[src/hw/rtl/assert_macros.svh]
// Assertion macros shared by the occupancy monitor RTL.
`ifndef ASSERT_MACROS_SVH
`define ASSERT_MACROS_SVH

// Same-cycle implication, disabled while reset is asserted.
`define OCC_ASSERT_NOW(lbl, clk, rst_n, ante, cons) \
	lbl: assert property (@(posedge clk) disable iff (!rst_n) (ante) |-> (cons)) \
		else $error("occupancy monitor assertion failed");

// Next-cycle implication, disabled while reset is asserted.
`define OCC_ASSERT_NEXT(lbl, clk, rst_n, ante, cons) \
	lbl: assert property (@(posedge clk) disable iff (!rst_n) (ante) |=> (cons)) \
		else $error("occupancy monitor assertion failed");

`endif

[src/hw/rtl/occ_twm_pkg.sv]
// Package with the shared widths and register codes of the occupancy monitor.
package occ_twm_pkg;

	localparam int unsigned ACC_W  = 48;  // histogram bins and total time
	localparam int unsigned WSUM_W = 54;  // level-weighted time sum
	localparam int unsigned TS_W   = 32;  // time stamp port
	localparam int unsigned MEAN_W = 22;  // mean level port
	localparam int unsigned LVL_PW = 6;   // current level port
	localparam int unsigned CFG_W  = 8;   // configuration data

	typedef enum logic [1:0] {
		REG_STATION = 2'd0,
		REG_UP_KIND = 2'd1,
		REG_DN_KIND = 2'd2
	} cfg_reg_t;

endpackage

[src/hw/rtl/occupancy_time_weighted_mean_top.sv]
// Each input transfer steps through the read, update and start states and the serial
// divider, which takes no division steps when no time has elapsed yet or the mean
// saturates. A new item is taken only once the last result is in the output register,
// where it may wait while the next item is taken. Reset clears control state and then
// sweeps the histogram memory, one bin a cycle, with in_ready low.
`include "assert_macros.svh"

module occupancy_time_weighted_mean_top
	import occ_twm_pkg::*;
#(
	parameter int unsigned MAX_LEVELS = 64,
	parameter int unsigned TIME_BITS  = 32,
	parameter int unsigned FRAC_BITS  = 16
) (
	input  logic              clk,
	input  logic              arst_n,
	input  logic              cfg_valid,
	output logic              cfg_ready,
	input  logic [1:0]        cfg_index,
	input  logic [CFG_W-1:0]  cfg_data,
	input  logic              in_valid,
	output logic              in_ready,
	input  logic [7:0]        station_id,
	input  logic [1:0]        event_kind,
	input  logic [TS_W-1:0]   time_stamp,
	output logic              out_valid,
	input  logic              out_ready,
	output logic              accepted,
	output logic [MEAN_W-1:0] mean_level,
	output logic [LVL_PW-1:0] current_level,
	output logic [ACC_W-1:0]  bin_time,
	output logic              clamped
);

	localparam int unsigned LVL_W = $clog2(MAX_LEVELS);
	localparam int unsigned NQ    = LVL_W + FRAC_BITS;
	localparam int unsigned TW    = (TIME_BITS < TS_W) ? TIME_BITS : TS_W;
	localparam int unsigned PW    = LVL_W + TW;
	localparam int unsigned MX_W  = (NQ > MEAN_W) ? NQ : MEAN_W;
	localparam int unsigned LX_W  = (LVL_W > LVL_PW) ? LVL_W : LVL_PW;
	localparam logic [LVL_W-1:0] LVL_TOP = LVL_W'(MAX_LEVELS - 1);

	typedef enum logic [6:0] {
		ST_CLEAR = 7'b0000001,
		ST_IDLE  = 7'b0000010,
		ST_READ  = 7'b0000100,
		ST_UPD   = 7'b0001000,
		ST_START = 7'b0010000,
		ST_DIV   = 7'b0100000,
		ST_DONE  = 7'b1000000
	} state_t;

	state_t state_q;

	logic [7:0]        station_match_q;
	logic [1:0]        up_kind_q;
	logic [1:0]        down_kind_q;
	logic [LVL_W-1:0]  level_q;
	logic [TW-1:0]     last_time_q;
	logic [ACC_W-1:0]  total_q;
	logic [WSUM_W-1:0] wsum_q;
	logic [LVL_W-1:0]  clr_idx_q;

	logic [1:0]        kind_q;
	logic              match_q;
	logic [TW-1:0]     delta_q;
	logic [PW-1:0]     prod_q;
	logic [ACC_W-1:0]  bin_q;
	logic              clamped_q;

	logic              out_valid_q;
	logic              accepted_q;
	logic [MEAN_W-1:0] mean_q;
	logic [LVL_PW-1:0] level_out_q;
	logic [ACC_W-1:0]  bin_out_q;
	logic              clamped_out_q;

	logic              in_xfer;
	logic              in_match;
	logic [TW-1:0]     ts;
	logic              out_load;
	logic              mem_we;
	logic [LVL_W-1:0]  mem_waddr;
	logic [ACC_W-1:0]  mem_wdata;
	logic [ACC_W-1:0]  mem_rdata;
	logic [ACC_W:0]    bin_sum;
	logic [ACC_W-1:0]  bin_new;
	logic [ACC_W:0]    total_sum;
	logic [WSUM_W:0]   wsum_sum;
	logic              div_start;
	logic              div_done;
	logic [NQ-1:0]     div_quot;
	logic [MX_W-1:0]   mean_ext;
	logic [LX_W-1:0]   level_ext;

	assign cfg_ready = 1'b1;
	assign in_ready  = (state_q == ST_IDLE);
	assign in_xfer   = in_valid && in_ready;
	assign ts        = time_stamp[TW-1:0];
	assign in_match  = (station_id == station_match_q);
	assign out_load  = (state_q == ST_DONE) && (!out_valid_q || out_ready);
	assign div_start = (state_q == ST_START);

	// Saturating accumulations for a matching event.
	assign bin_sum   = {1'b0, mem_rdata} + (ACC_W + 1)'(delta_q);
	assign bin_new   = bin_sum[ACC_W] ? '1 : bin_sum[ACC_W-1:0];
	assign total_sum = {1'b0, total_q} + (ACC_W + 1)'(delta_q);
	assign wsum_sum  = {1'b0, wsum_q} + (WSUM_W + 1)'(prod_q);

	assign mem_we    = (state_q == ST_CLEAR) || ((state_q == ST_UPD) && match_q);
	assign mem_waddr = (state_q == ST_CLEAR) ? clr_idx_q : level_q;
	assign mem_wdata = (state_q == ST_CLEAR) ? '0 : bin_new;

	occ_twm_hist_mem #(
		.DEPTH (MAX_LEVELS),
		.AW    (LVL_W),
		.DW    (ACC_W)
	) u_hist (
		.clk   (clk),
		.we    (mem_we),
		.waddr (mem_waddr),
		.wdata (mem_wdata),
		.re    (in_xfer),
		.raddr (level_q),
		.rdata (mem_rdata)
	);

	occ_twm_div #(
		.MAX_LEVELS (MAX_LEVELS),
		.LVL_W      (LVL_W),
		.FRAC_BITS  (FRAC_BITS)
	) u_div (
		.clk    (clk),
		.arst_n (arst_n),
		.start  (div_start),
		.num    (wsum_q),
		.den    (total_q),
		.done   (div_done),
		.quot   (div_quot)
	);

	// Configuration registers.
	always_ff @(posedge clk or negedge arst_n) begin
		if (!arst_n) begin
			station_match_q <= '0;
			up_kind_q       <= 2'd1;
			down_kind_q     <= 2'd2;
		end else if (cfg_valid && cfg_ready) begin
			unique case (cfg_reg_t'(cfg_index))
				REG_STATION: station_match_q <= cfg_data;
				REG_UP_KIND: up_kind_q       <= cfg_data[1:0];
				REG_DN_KIND: down_kind_q     <= cfg_data[1:0];
				default: ;
			endcase
		end
	end

	// Sequencer and running state.
	always_ff @(posedge clk or negedge arst_n) begin
		if (!arst_n) begin
			state_q     <= ST_CLEAR;
			clr_idx_q   <= '0;
			level_q     <= '0;
			last_time_q <= '0;
			total_q     <= '0;
			wsum_q      <= '0;
			out_valid_q <= 1'b0;
		end else begin
			if (out_load) begin
				out_valid_q <= 1'b1;
			end else if (out_ready) begin
				out_valid_q <= 1'b0;
			end
			unique case (state_q)
				ST_CLEAR: begin
					clr_idx_q <= clr_idx_q + 1'b1;
					if (clr_idx_q == LVL_TOP) begin
						state_q <= ST_IDLE;
					end
				end
				ST_IDLE: begin
					if (in_xfer) begin
						state_q <= ST_READ;
						if (in_match) begin
							last_time_q <= ts;
						end
					end
				end
				ST_READ: begin
					state_q <= ST_UPD;
				end
				ST_UPD: begin
					state_q <= ST_START;
					if (match_q) begin
						total_q <= total_sum[ACC_W] ? '1 : total_sum[ACC_W-1:0];
						wsum_q  <= wsum_sum[WSUM_W] ? '1 : wsum_sum[WSUM_W-1:0];
						if (kind_q == up_kind_q) begin
							if (level_q != LVL_TOP) begin
								level_q <= level_q + 1'b1;
							end
						end else if (kind_q == down_kind_q) begin
							if (level_q != '0) begin
								level_q <= level_q - 1'b1;
							end
						end
					end
				end
				ST_START: begin
					state_q <= ST_DIV;
				end
				ST_DIV: begin
					if (div_done) begin
						state_q <= ST_DONE;
					end
				end
				ST_DONE: begin
					if (out_load) begin
						state_q <= ST_IDLE;
					end
				end
				default: state_q <= ST_IDLE;
			endcase
		end
	end

	// Per-item working registers.
	always_ff @(posedge clk) begin
		if (in_xfer) begin
			kind_q  <= event_kind;
			match_q <= in_match;
			delta_q <= (ts >= last_time_q) ? (ts - last_time_q) : '0;
		end
		if (state_q == ST_READ) begin
			prod_q <= PW'(level_q) * PW'(delta_q);
		end
		if (state_q == ST_UPD) begin
			bin_q     <= match_q ? bin_new : '0;
			clamped_q <= match_q && (((kind_q == up_kind_q) && (level_q == LVL_TOP)) ||
				((kind_q != up_kind_q) && (kind_q == down_kind_q) && (level_q == '0)));
		end
	end

	assign mean_ext  = MX_W'(div_quot);
	assign level_ext = LX_W'(level_q);

	// Output register: holds the result until its transfer completes.
	always_ff @(posedge clk) begin
		if (out_load) begin
			accepted_q    <= match_q;
			mean_q        <= mean_ext[MEAN_W-1:0];
			level_out_q   <= level_ext[LVL_PW-1:0];
			bin_out_q     <= bin_q;
			clamped_out_q <= clamped_q;
		end
	end

	assign out_valid     = out_valid_q;
	assign accepted      = accepted_q;
	assign mean_level    = mean_q;
	assign current_level = level_out_q;
	assign bin_time      = bin_out_q;
	assign clamped       = clamped_out_q;

	`OCC_ASSERT_NEXT(a_xfer_reads, clk, arst_n, in_xfer, state_q == ST_READ)
	`OCC_ASSERT_NOW(a_load_free, clk, arst_n, out_load, !out_valid_q || out_ready)
	`OCC_ASSERT_NEXT(a_level_hold, clk, arst_n, state_q != ST_UPD, level_q == $past(level_q))
	`OCC_ASSERT_NOW(a_clamp_bound, clk, arst_n, out_load && clamped_q,
		level_q == '0 || level_q == LVL_TOP)

endmodule

[src/hw/rtl/occ_twm_hist_mem.sv]
// Histogram store: single-port write, registered read, one entry per level.
module occ_twm_hist_mem #(
	parameter int unsigned DEPTH = 64,
	parameter int unsigned AW    = 6,
	parameter int unsigned DW    = 48
) (
	input  logic          clk,
	input  logic          we,
	input  logic [AW-1:0] waddr,
	input  logic [DW-1:0] wdata,
	input  logic          re,
	input  logic [AW-1:0] raddr,
	output logic [DW-1:0] rdata
);

	logic [DW-1:0] mem [DEPTH];
	logic [DW-1:0] rdata_q;

	always_ff @(posedge clk) begin
		if (we) begin
			mem[waddr] <= wdata;
		end
		if (re) begin
			rdata_q <= mem[raddr];
		end
	end

	assign rdata = rdata_q;

endmodule

[src/hw/rtl/occ_twm_div.sv]
// Restoring divider giving the saturated mean level, one quotient bit a cycle.
`include "assert_macros.svh"

module occ_twm_div
	import occ_twm_pkg::*;
#(
	parameter int unsigned MAX_LEVELS = 64,
	parameter int unsigned LVL_W      = 6,
	parameter int unsigned FRAC_BITS  = 16
) (
	input  logic                     clk,
	input  logic                     arst_n,
	input  logic                     start,
	input  logic [WSUM_W-1:0]        num,
	input  logic [ACC_W-1:0]         den,
	output logic                     done,
	output logic [LVL_W+FRAC_BITS-1:0] quot
);

	localparam int unsigned NQ  = LVL_W + FRAC_BITS;
	localparam int unsigned CW  = $clog2(NQ + 1);
	localparam logic [NQ-1:0] TOP = NQ'(MAX_LEVELS - 1) << FRAC_BITS;

	logic          busy_q;
	logic          done_q;
	logic [CW-1:0] cnt_q;
	logic [ACC_W-1:0] rem_q;
	logic [NQ-1:0] low_q;
	logic [NQ-1:0] quot_q;

	logic [WSUM_W-1:0] num_hi;
	logic              ovf;
	logic [ACC_W:0]    trial;
	logic              ge;
	logic [ACC_W:0]    diff;
	logic [NQ-1:0]     quot_nx;

	// The dividend is num scaled by the fraction bits. Its part above the
	// quotient width must stay below den, otherwise the mean saturates.
	assign num_hi  = num >> LVL_W;
	assign ovf     = num_hi >= WSUM_W'(den);
	assign trial   = {rem_q, low_q[NQ-1]};
	assign ge      = trial >= {1'b0, den};
	assign diff    = trial - {1'b0, den};
	assign quot_nx = (quot_q << 1) | NQ'(ge);

	always_ff @(posedge clk or negedge arst_n) begin
		if (!arst_n) begin
			busy_q <= 1'b0;
			done_q <= 1'b0;
			cnt_q  <= '0;
		end else begin
			done_q <= 1'b0;
			if (start) begin
				if (den == '0 || ovf) begin
					done_q <= 1'b1;
				end else begin
					busy_q <= 1'b1;
					cnt_q  <= CW'(NQ);
				end
			end else if (busy_q) begin
				cnt_q <= cnt_q - 1'b1;
				if (cnt_q == CW'(1)) begin
					busy_q <= 1'b0;
					done_q <= 1'b1;
				end
			end
		end
	end

	always_ff @(posedge clk) begin
		if (start) begin
			rem_q  <= num_hi[ACC_W-1:0];
			low_q  <= NQ'(num[LVL_W-1:0]) << FRAC_BITS;
			if (den == '0) begin
				quot_q <= '0;
			end else if (ovf) begin
				quot_q <= TOP;
			end else begin
				quot_q <= '0;
			end
		end else if (busy_q) begin
			rem_q <= ge ? diff[ACC_W-1:0] : trial[ACC_W-1:0];
			low_q <= low_q << 1;
			// On the last step the quotient is clipped to the top level.
			if (cnt_q == CW'(1) && quot_nx > TOP) begin
				quot_q <= TOP;
			end else begin
				quot_q <= quot_nx;
			end
		end
	end

	assign done = done_q;
	assign quot = quot_q;

	`OCC_ASSERT_NOW(a_no_restart, clk, arst_n, start, !busy_q)
	`OCC_ASSERT_NOW(a_quot_in_range, clk, arst_n, done_q, quot_q <= TOP)

endmodule

[config.mk]
export PLATFORM = sky130hd
export DESIGN_NAME = occupancy_time_weighted_mean_top
export DESIGN_NICKNAME = d
export VERILOG_FILES = /design/src/hw/rtl/occ_twm_pkg.sv /design/src/hw/rtl/occupancy_time_weighted_mean_top.sv /design/src/hw/rtl/occ_twm_hist_mem.sv /design/src/hw/rtl/occ_twm_div.sv
export VERILOG_INCLUDE_DIRS = /design/src /design/src/hw/rtl
export SDC_FILE = /design/constraint.sdc
export NUM_CORES = 2
export LEC_CHECK = 0
export BUFFER_PORTS_ARGS = -buffer_cell sky130_fd_sc_hd__buf_2
export CORE_UTILIZATION = 39
export DETAILED_ROUTE_END_ITERATION = 16
export GPL_TIMING_DRIVEN = 0
export SETUP_SLACK_MARGIN = 0.3
export SKIP_CTS_REPAIR_TIMING = 1
export SLEW_MARGIN = 40
export SYNTH_ARGS = -nofsm -noshare
export SYNTH_HDL_FRONTEND = slang
export SYNTH_HIERARCHICAL = 1
export SYNTH_SLANG_ARGS = --single-unit
[constraint.sdc]
create_clock -name clk -period 11.85 [get_ports clk]
set_clock_uncertainty 0.1 [all_clocks]
set_input_delay 1.185 -clock clk [delete_from_list [all_inputs] [get_ports clk]]
set_output_delay 1.185 -clock clk [all_outputs]
set_load 0.05 [all_outputs]
-- Word-level counts from Yosys, hierarchy flattened
Memory sizes are Yosys's and may differ from the RTL's. A register that Yosys moved wholly into a read port is not among the register bits.
Index checks and enable logic that the tools add are counted.
- output and inout port bits: 81
- flip-flop bits (word level): 449
- word-level logic and storage cells: 134
- bits in writable memories: 3072
- bits of input ports: 57
- memories kept: 1
- memories (name ; depth ; bits a word ; rd ports ; clocked after memory_dff ; wr ports ; line ; RTL):
    u_hist.mem ; 64 ; 48 ; 1 ; 1 ; 1 ; occ_twm_hist_mem.sv:16 ; logic [DW-1:0] mem [DEPTH];
- $add $sub $neg: 9
- bitwise gates (word level): 1
- magnitude comparators: 4
- equal/unequal tests: 23
- multiplexer cells: 39
- reduce and logical (&&, ||, !) cells: 29
- $mul: 1
- operators by type and width (operator ; count):
    48-bit two-way mux ; 6
    22-bit two-way mux ; 7
    48-bit by 32-bit adder with 49-bit output ; 2
    54-bit by 38-bit adder with 55-bit output ; 1
    54-bit two-way mux ; 1
    49-bit by 48-bit >= comparator with 1-bit output ; 1
    7-bit case mux with 7 select lines ; 1
    48-bit >= comparator ; 1
    48-bit logical NOT ; 1
    48-bit subtractor ; 1
    6-bit by 32-bit multiplier with 38-bit output ; 1
    32-bit >= comparator ; 1
    32-bit subtractor ; 1
    6-bit two-way mux ; 5
    7-bit two-way mux ; 4
    22-bit > comparator, second input constant ; 1
    22-bit by 1-bit OR with 22-bit output ; 1
    5-bit two-way mux ; 3
    6-bit by 1-bit adder with 6-bit output, second input constant ; 2
    6-bit equality test, second input constant ; 2
    1-bit two-way mux ; 12
    2-bit AND reduction ; 5
    8-bit equality test ; 1
    1-bit logical AND ; 8
    26 further kinds ; 37

-- Logic depth before layout (Yosys ltp)
- word-level depth: 7
- depth in mapped cells: 20
- depth with buffers taken out: 18

-- Hierarchy
The synthesis kept the hierarchy.
- modules (own cells, without submodules) (module ; seq. area each (µm²) ; area an instance (µm²) ; cells each ; times used):
    occ_twm_hist_mem ; 93689.9 ; 117597.8 ; 4970 ; 1
    occupancy_time_weighted_mean_top ; 10163.5 ; 27413.8 ; 2860 ; 1
    occ_twm_div ; 2457.4 ; 8114.0 ; 960 ; 1

-- Worst setup path before layout
OpenSTA, ideal clock, no wires.
- path type: reg2reg
- from: reg state_q[1]
- to: mem u_hist.mem[48][0], enable pin
- stages on the path, launching flop included: 11
- setup time: 0.513 ns
- data arrival time: 8.295 ns
- setup slack: 2.942 ns
- path buffers: 2
- data required time: 11.237 ns
- clock period less this slack: 8.908 ns
- cell sequence: dfrtp_1 -> nor2_1 -> nand2_1 -> nor4b_2 -> nand2_1 -> buf_4 -> clkbuf_1 -> nand2_1 -> nor2b_1 -> nand4b_1 -> nor3_1
- word-level cells in the longest chain between the ends: 5
- elaborated cells between the ends (all ways): 7
- those cells by class: 2 x eq/ne; 3 x mux; 2 x reduce/logical
- RTL lines (what ; line ; RTL):
    start, declared ; occupancy_time_weighted_mean_top.sv:53 ; state_t state_q;
    start signal, assigned ; occupancy_time_weighted_mean_top.sv:161 ; state_q <= ST_CLEAR;
    start signal, assigned ; occupancy_time_weighted_mean_top.sv:178 ; state_q <= ST_IDLE;
    start signal, assigned ; occupancy_time_weighted_mean_top.sv:183 ; state_q <= ST_READ;
    7-bit by 4-bit equality test with 1-bit output ; occupancy_time_weighted_mean_top.sv:110 ; assign mem_we = (state_q == ST_CLEAR) || ((state_q == ST_UPD) && match_q);
    1-bit logical AND ; occupancy_time_weighted_mean_top.sv:110 ;
    1-bit logical OR (*) ; occupancy_time_weighted_mean_top.sv:110 ;
    named net mem_we ; occupancy_time_weighted_mean_top.sv:82 ; logic mem_we;
    1-bit two-way mux (*) ; occ_twm_hist_mem.sv:20 ; if (we) begin
    1-bit two-way mux (implied by the code) (*) ; occ_twm_hist_mem.sv:21 ; mem[waddr] <= wdata;
    end, declared ; occ_twm_hist_mem.sv:16 ;
Mark *: on every way through the listed nets, which the timed path passes. The rest lies on a longest branch.

-- Worst setup path in the final report
- from: reg level_q[5], in the netlist level_ext[5]
- to: reg prod_q[37] (data pin)
- word-level cells in the longest chain between the ends: 1
- RTL lines (what ; line ; RTL):
    start, declared ; occupancy_time_weighted_mean_top.sv:58 ; logic [LVL_W-1:0] level_q;
    start signal, assigned ; occupancy_time_weighted_mean_top.sv:199 ; level_q <= level_q + 1'b1;
    start signal, assigned ; occupancy_time_weighted_mean_top.sv:203 ; level_q <= level_q - 1'b1;
    6-bit by 32-bit multiplier with 38-bit output ; occupancy_time_weighted_mean_top.sv:234 ; prod_q <= PW'(level_q) * PW'(delta_q);
    end signal, assigned ; occupancy_time_weighted_mean_top.sv:234 ;
    end, declared ; occupancy_time_weighted_mean_top.sv:67 ; logic [PW-1:0] prod_q;
Every way passes these cells.
A chain may end at the register's enable or synchronous reset.

==> results.md <==
* CTS Buf Count at ~360
* Core area at between 300,000 and 400,000 sq um
* Syn nets at a little over 9k
* Max Cap Viol at 0
* Clock buffer depth at 4
* Power Density at 260.7 nW/um^2
* Avg Vias per Cell at approximately 6
* Grt ovf at 0
* Critical path required time at 12.49 ns
* Unique masters post-synth at around 110
* Critical-path cell list: clkbuf_1, clkbuf_1, nand2_1, fa_1, fa_1, fa_1, inv_1, ha_1, nor2b_1, o21a_1, o21ai_0, a21oi_1, a21oi_1, o31ai_1, a221o_1, a41o_1, a21oi_1, xnor2_1
* Share of the synthesized area in the top cell type at between 60 and 70%
* P&R area growth vs syn at 18.39%
* Dpl hpwl at ~350 mm
* First-pass GRT wire length at ~670 mm
* Crit end category: register
* Synth async-reset ratio at 4.847%
* Root Buffer: clkbuf_16
* Worst path max stage delay at slightly above 0.8 ns
* I/O Buffers at 136
* Die area at 395,100 sq um
* Leakage at slightly above 0.06 uW
* Crit-path max FO at 10
* Routed via count at roughly 90k
* Antenna Nets Post-Route at 0
* Clock sink total at 3,569
* Status: completed
* Routed WL per cell at between 30 and 40 microns
* VDD IR max at 0.0003185 V
* Clk_lat worst skew at roughly 0.95 ns
* Area leader, netlist: edfxtp_1
* # H-tree levels at 5
* Drt initial violations at 11.39k
* CTS tree: built
* Hold slack at 0.08167 ns
* Die Wd at between 600 and 700 microns
* Fmax at approximately 140 MHz
* Tmin final at between 6 and 7 ns
* Cells after Synth at between 8k and 9k
* Post-synthesis sequential area ratio at between 60% and 70%
* Drt first pass iters at 8
* Relative slew slack at ~28%
* Largest net degree at the start of global routing at 65
* Filler Cell Count at ~33k
* Worst Path Arrival at between 7 and 8 ns
* Vert. Die Dim at 628.6 microns
* HP Class: primary input to asynchronous set/reset pin
* Worst-Margin Slew at about 1.1 ns
* Startpoint Class: register
* Initial antenna violation count at 23
* Initial Utilization at approximately 39%
* Flops & latches, synth at approximately 3.6k
* Row count at 229
* Synthesis Warnings at 6
* Final hold viol count at 0
* GRT Util Overall at around a quarter
* Final nets at 10.21k
* Post-synth EDFFs at roughly 3.4k
* # setup viols final at 0
* Top cells by count, synth: edfxtp_1 (3,396), mux4_2 (754), nor2_1 (456)
* Clock transition at path regs at 0.06 ns
* Ranking of synthesized cells by area: edfxtp_1 (67%), mux4_2 (11%), dfrtp_1 (2.8%)
* Top-count cell post-synth: edfxtp_1
* Crit share post-route at between 50% and 60%
* Max Slew Vio Count at 0
* Share of cells above drive strength 1 at about a quarter
* Post-Syn Area at 153,100 sq um
* RSZ-0062 raised after global routing: no
* WS Path Type: register to register
* Crit-path slowest cell: dfrtp_2
* Total wire length at between 400 and 500 mm
* # IOs at ~140
* Syn avg cell area at between 15 and 20 sq um
* Placer Congestion at between 0.8 and 0.9
* Vias in the first global route at roughly 89k
* DRC errors left at 0
* Post-synth top flop: edfxtp_1
* Post-layout util at a little under half
cells in the final DEF, fill, tap and decap left out, types with 69 or more instances in the layout:
| master | n |
|---|---|
| xor2_1 | 86 |
| buf_4 | 115 |
| buf_2 | 302 |
| a21oi_1 | 408 |
| mux4_2 | 754 |
| a31oi_1 | 69 |
| and2_1 | 224 |
| clkbuf_1 | 217 |
| inv_1 | 321 |
| o21ai_0 | 158 |
| clkbuf_16 | 366 |
| ha_1 | 283 |
| mux2i_1 | 72 |
| buf_16 | 160 |
| a22oi_1 | 76 |
| nor2_4 | 94 |
| fa_1 | 127 |
| a21o_1 | 130 |
| buf_8 | 184 |
| nand2_1 | 344 |
| xnor2_1 | 118 |
| nor2_1 | 363 |
| o22ai_1 | 135 |
| dfrtp_1 | 166 |
| edfxtp_1 | 3396 |
path summary, 6_finish.rpt:
| path | to | cells past startpoint | slack (ns) | start |
|---|---|---|---|---|
| setup / recovery | prod_q[37]$_DFFE_PP_ | 18 | 4.92 | level_ext[5]$_DFFE_PN0P_ |
| hold / removal | wsum_q[39]$_DFFE_PN0P_ | 1 | 0.08 | arst_n |
| setup reg to reg | prod_q[37]$_DFFE_PP_ | 18 | 4.92 | level_ext[5]$_DFFE_PN0P_ |
| hold reg to reg | bin_time[10]$_DFFE_PP_ | 0 | 0.31 | bin_q[10]$_SDFFCE_PN0P_ |
| max in group asynchronous | last_time_q[1]$_DFFE_PN0P_ | 3 | 10.42 | arst_n |
| min in group clk | bin_time[10]$_DFFE_PP_ | 0 | 0.31 | bin_q[10]$_SDFFCE_PN0P_ |
area by class of cell:
cell class / count / area (sq um) / share of cell area (%)
Antenna cell: 12 / 30.03 / 0.01656
Buffer: 423 / 2215 / 1.222
Clock buffer: 448 / 9507 / 5.244
Clock inverter: 196 / 1948 / 1.075
Inverter: 322 / 1209 / 0.6667
Multi-Input combinational cell: 4476 / 44670 / 24.64
Sequential cell: 3569 / 106300 / 58.65
Tap cell: 5197 / 6502 / 3.587
Timing Repair Buffer: 593 / 8877 / 4.897
state kept, by name, summed over array words and instances, names as in the netlist, 32 cells and up:
register,cells
u_hist/rdata,48
bin_q,48
total_q,48
u_div/rem_q,48
last_time_q,32
bin_time,48
prod_q,38
delta_q,32
u_hist/mem,3072
wsum_q,54
metrics by stage:
stage	TNS [ns]	instances	setup WS (ns)	total power, uW	area, sq um
2_1_floorplan	0	8790	2.942	27450	153100
3_3_place_gp	-6940.66	14123	-4.993	34070	160300
3_5_place_dp	0	14578	4.915	36100	169800
4_1_cts	0	15222	4.864	47310	181200
5_1_grt	0	15227	4.550	48810	181300
6_report	0	15236	4.915	47260	181300
worst max-delay path, delay by kind of cell, from the launching register on:
kind | cells | cell delay (ns)
AO/OA/AOI/OAI | 8 | 2.21
adder cells (fa/ha/maj) | 4 | 1.87
buffers and inverters | 3 | 1.03
flip-flops | 1 | 0.83
AND/OR/NAND/NOR | 2 | 0.43
XOR/XNOR | 1 | 0.27
layer usage:
metal / GRT usage, % / up-vias / routed length [microns]
li1: - / 37117 / -
met1: 31.36 / 47343 / 181500
met2: 38.11 / 4849 / 224600
met3: 4.045 / 944 / 44440
met4: 11.27 / 18 / 26210
met5: 0 / - / 126
cell families (layout without fill, tap and decap cells):
logic type / Yosys count / in the layout / share of synthesized area [%]
XOR/XNOR: 204 / 204 / 1.167
flip-flops: 3569 / 3569 / 69.43
adder cells (fa/ha/maj): 410 / 410 / 3.973
other: 1 / 13 / 0.002449
AND/OR/NAND/NOR: 1512 / 1512 / 4.901
buffers and inverters: 745 / 1982 / 2.188
multiplexers: 867 / 867 / 11.86
AO/OA/AOI/OAI: 1482 / 1482 / 6.480
power breakdown:
part | switching (uW) | total, uW | internal, uW
sequential | 599 | 18500 | 17900
combinational | 11600 | 17500 | 5830
clock | 4900 | 11300 | 6380
Note: power is estimated with default switching activity, not from simulation.
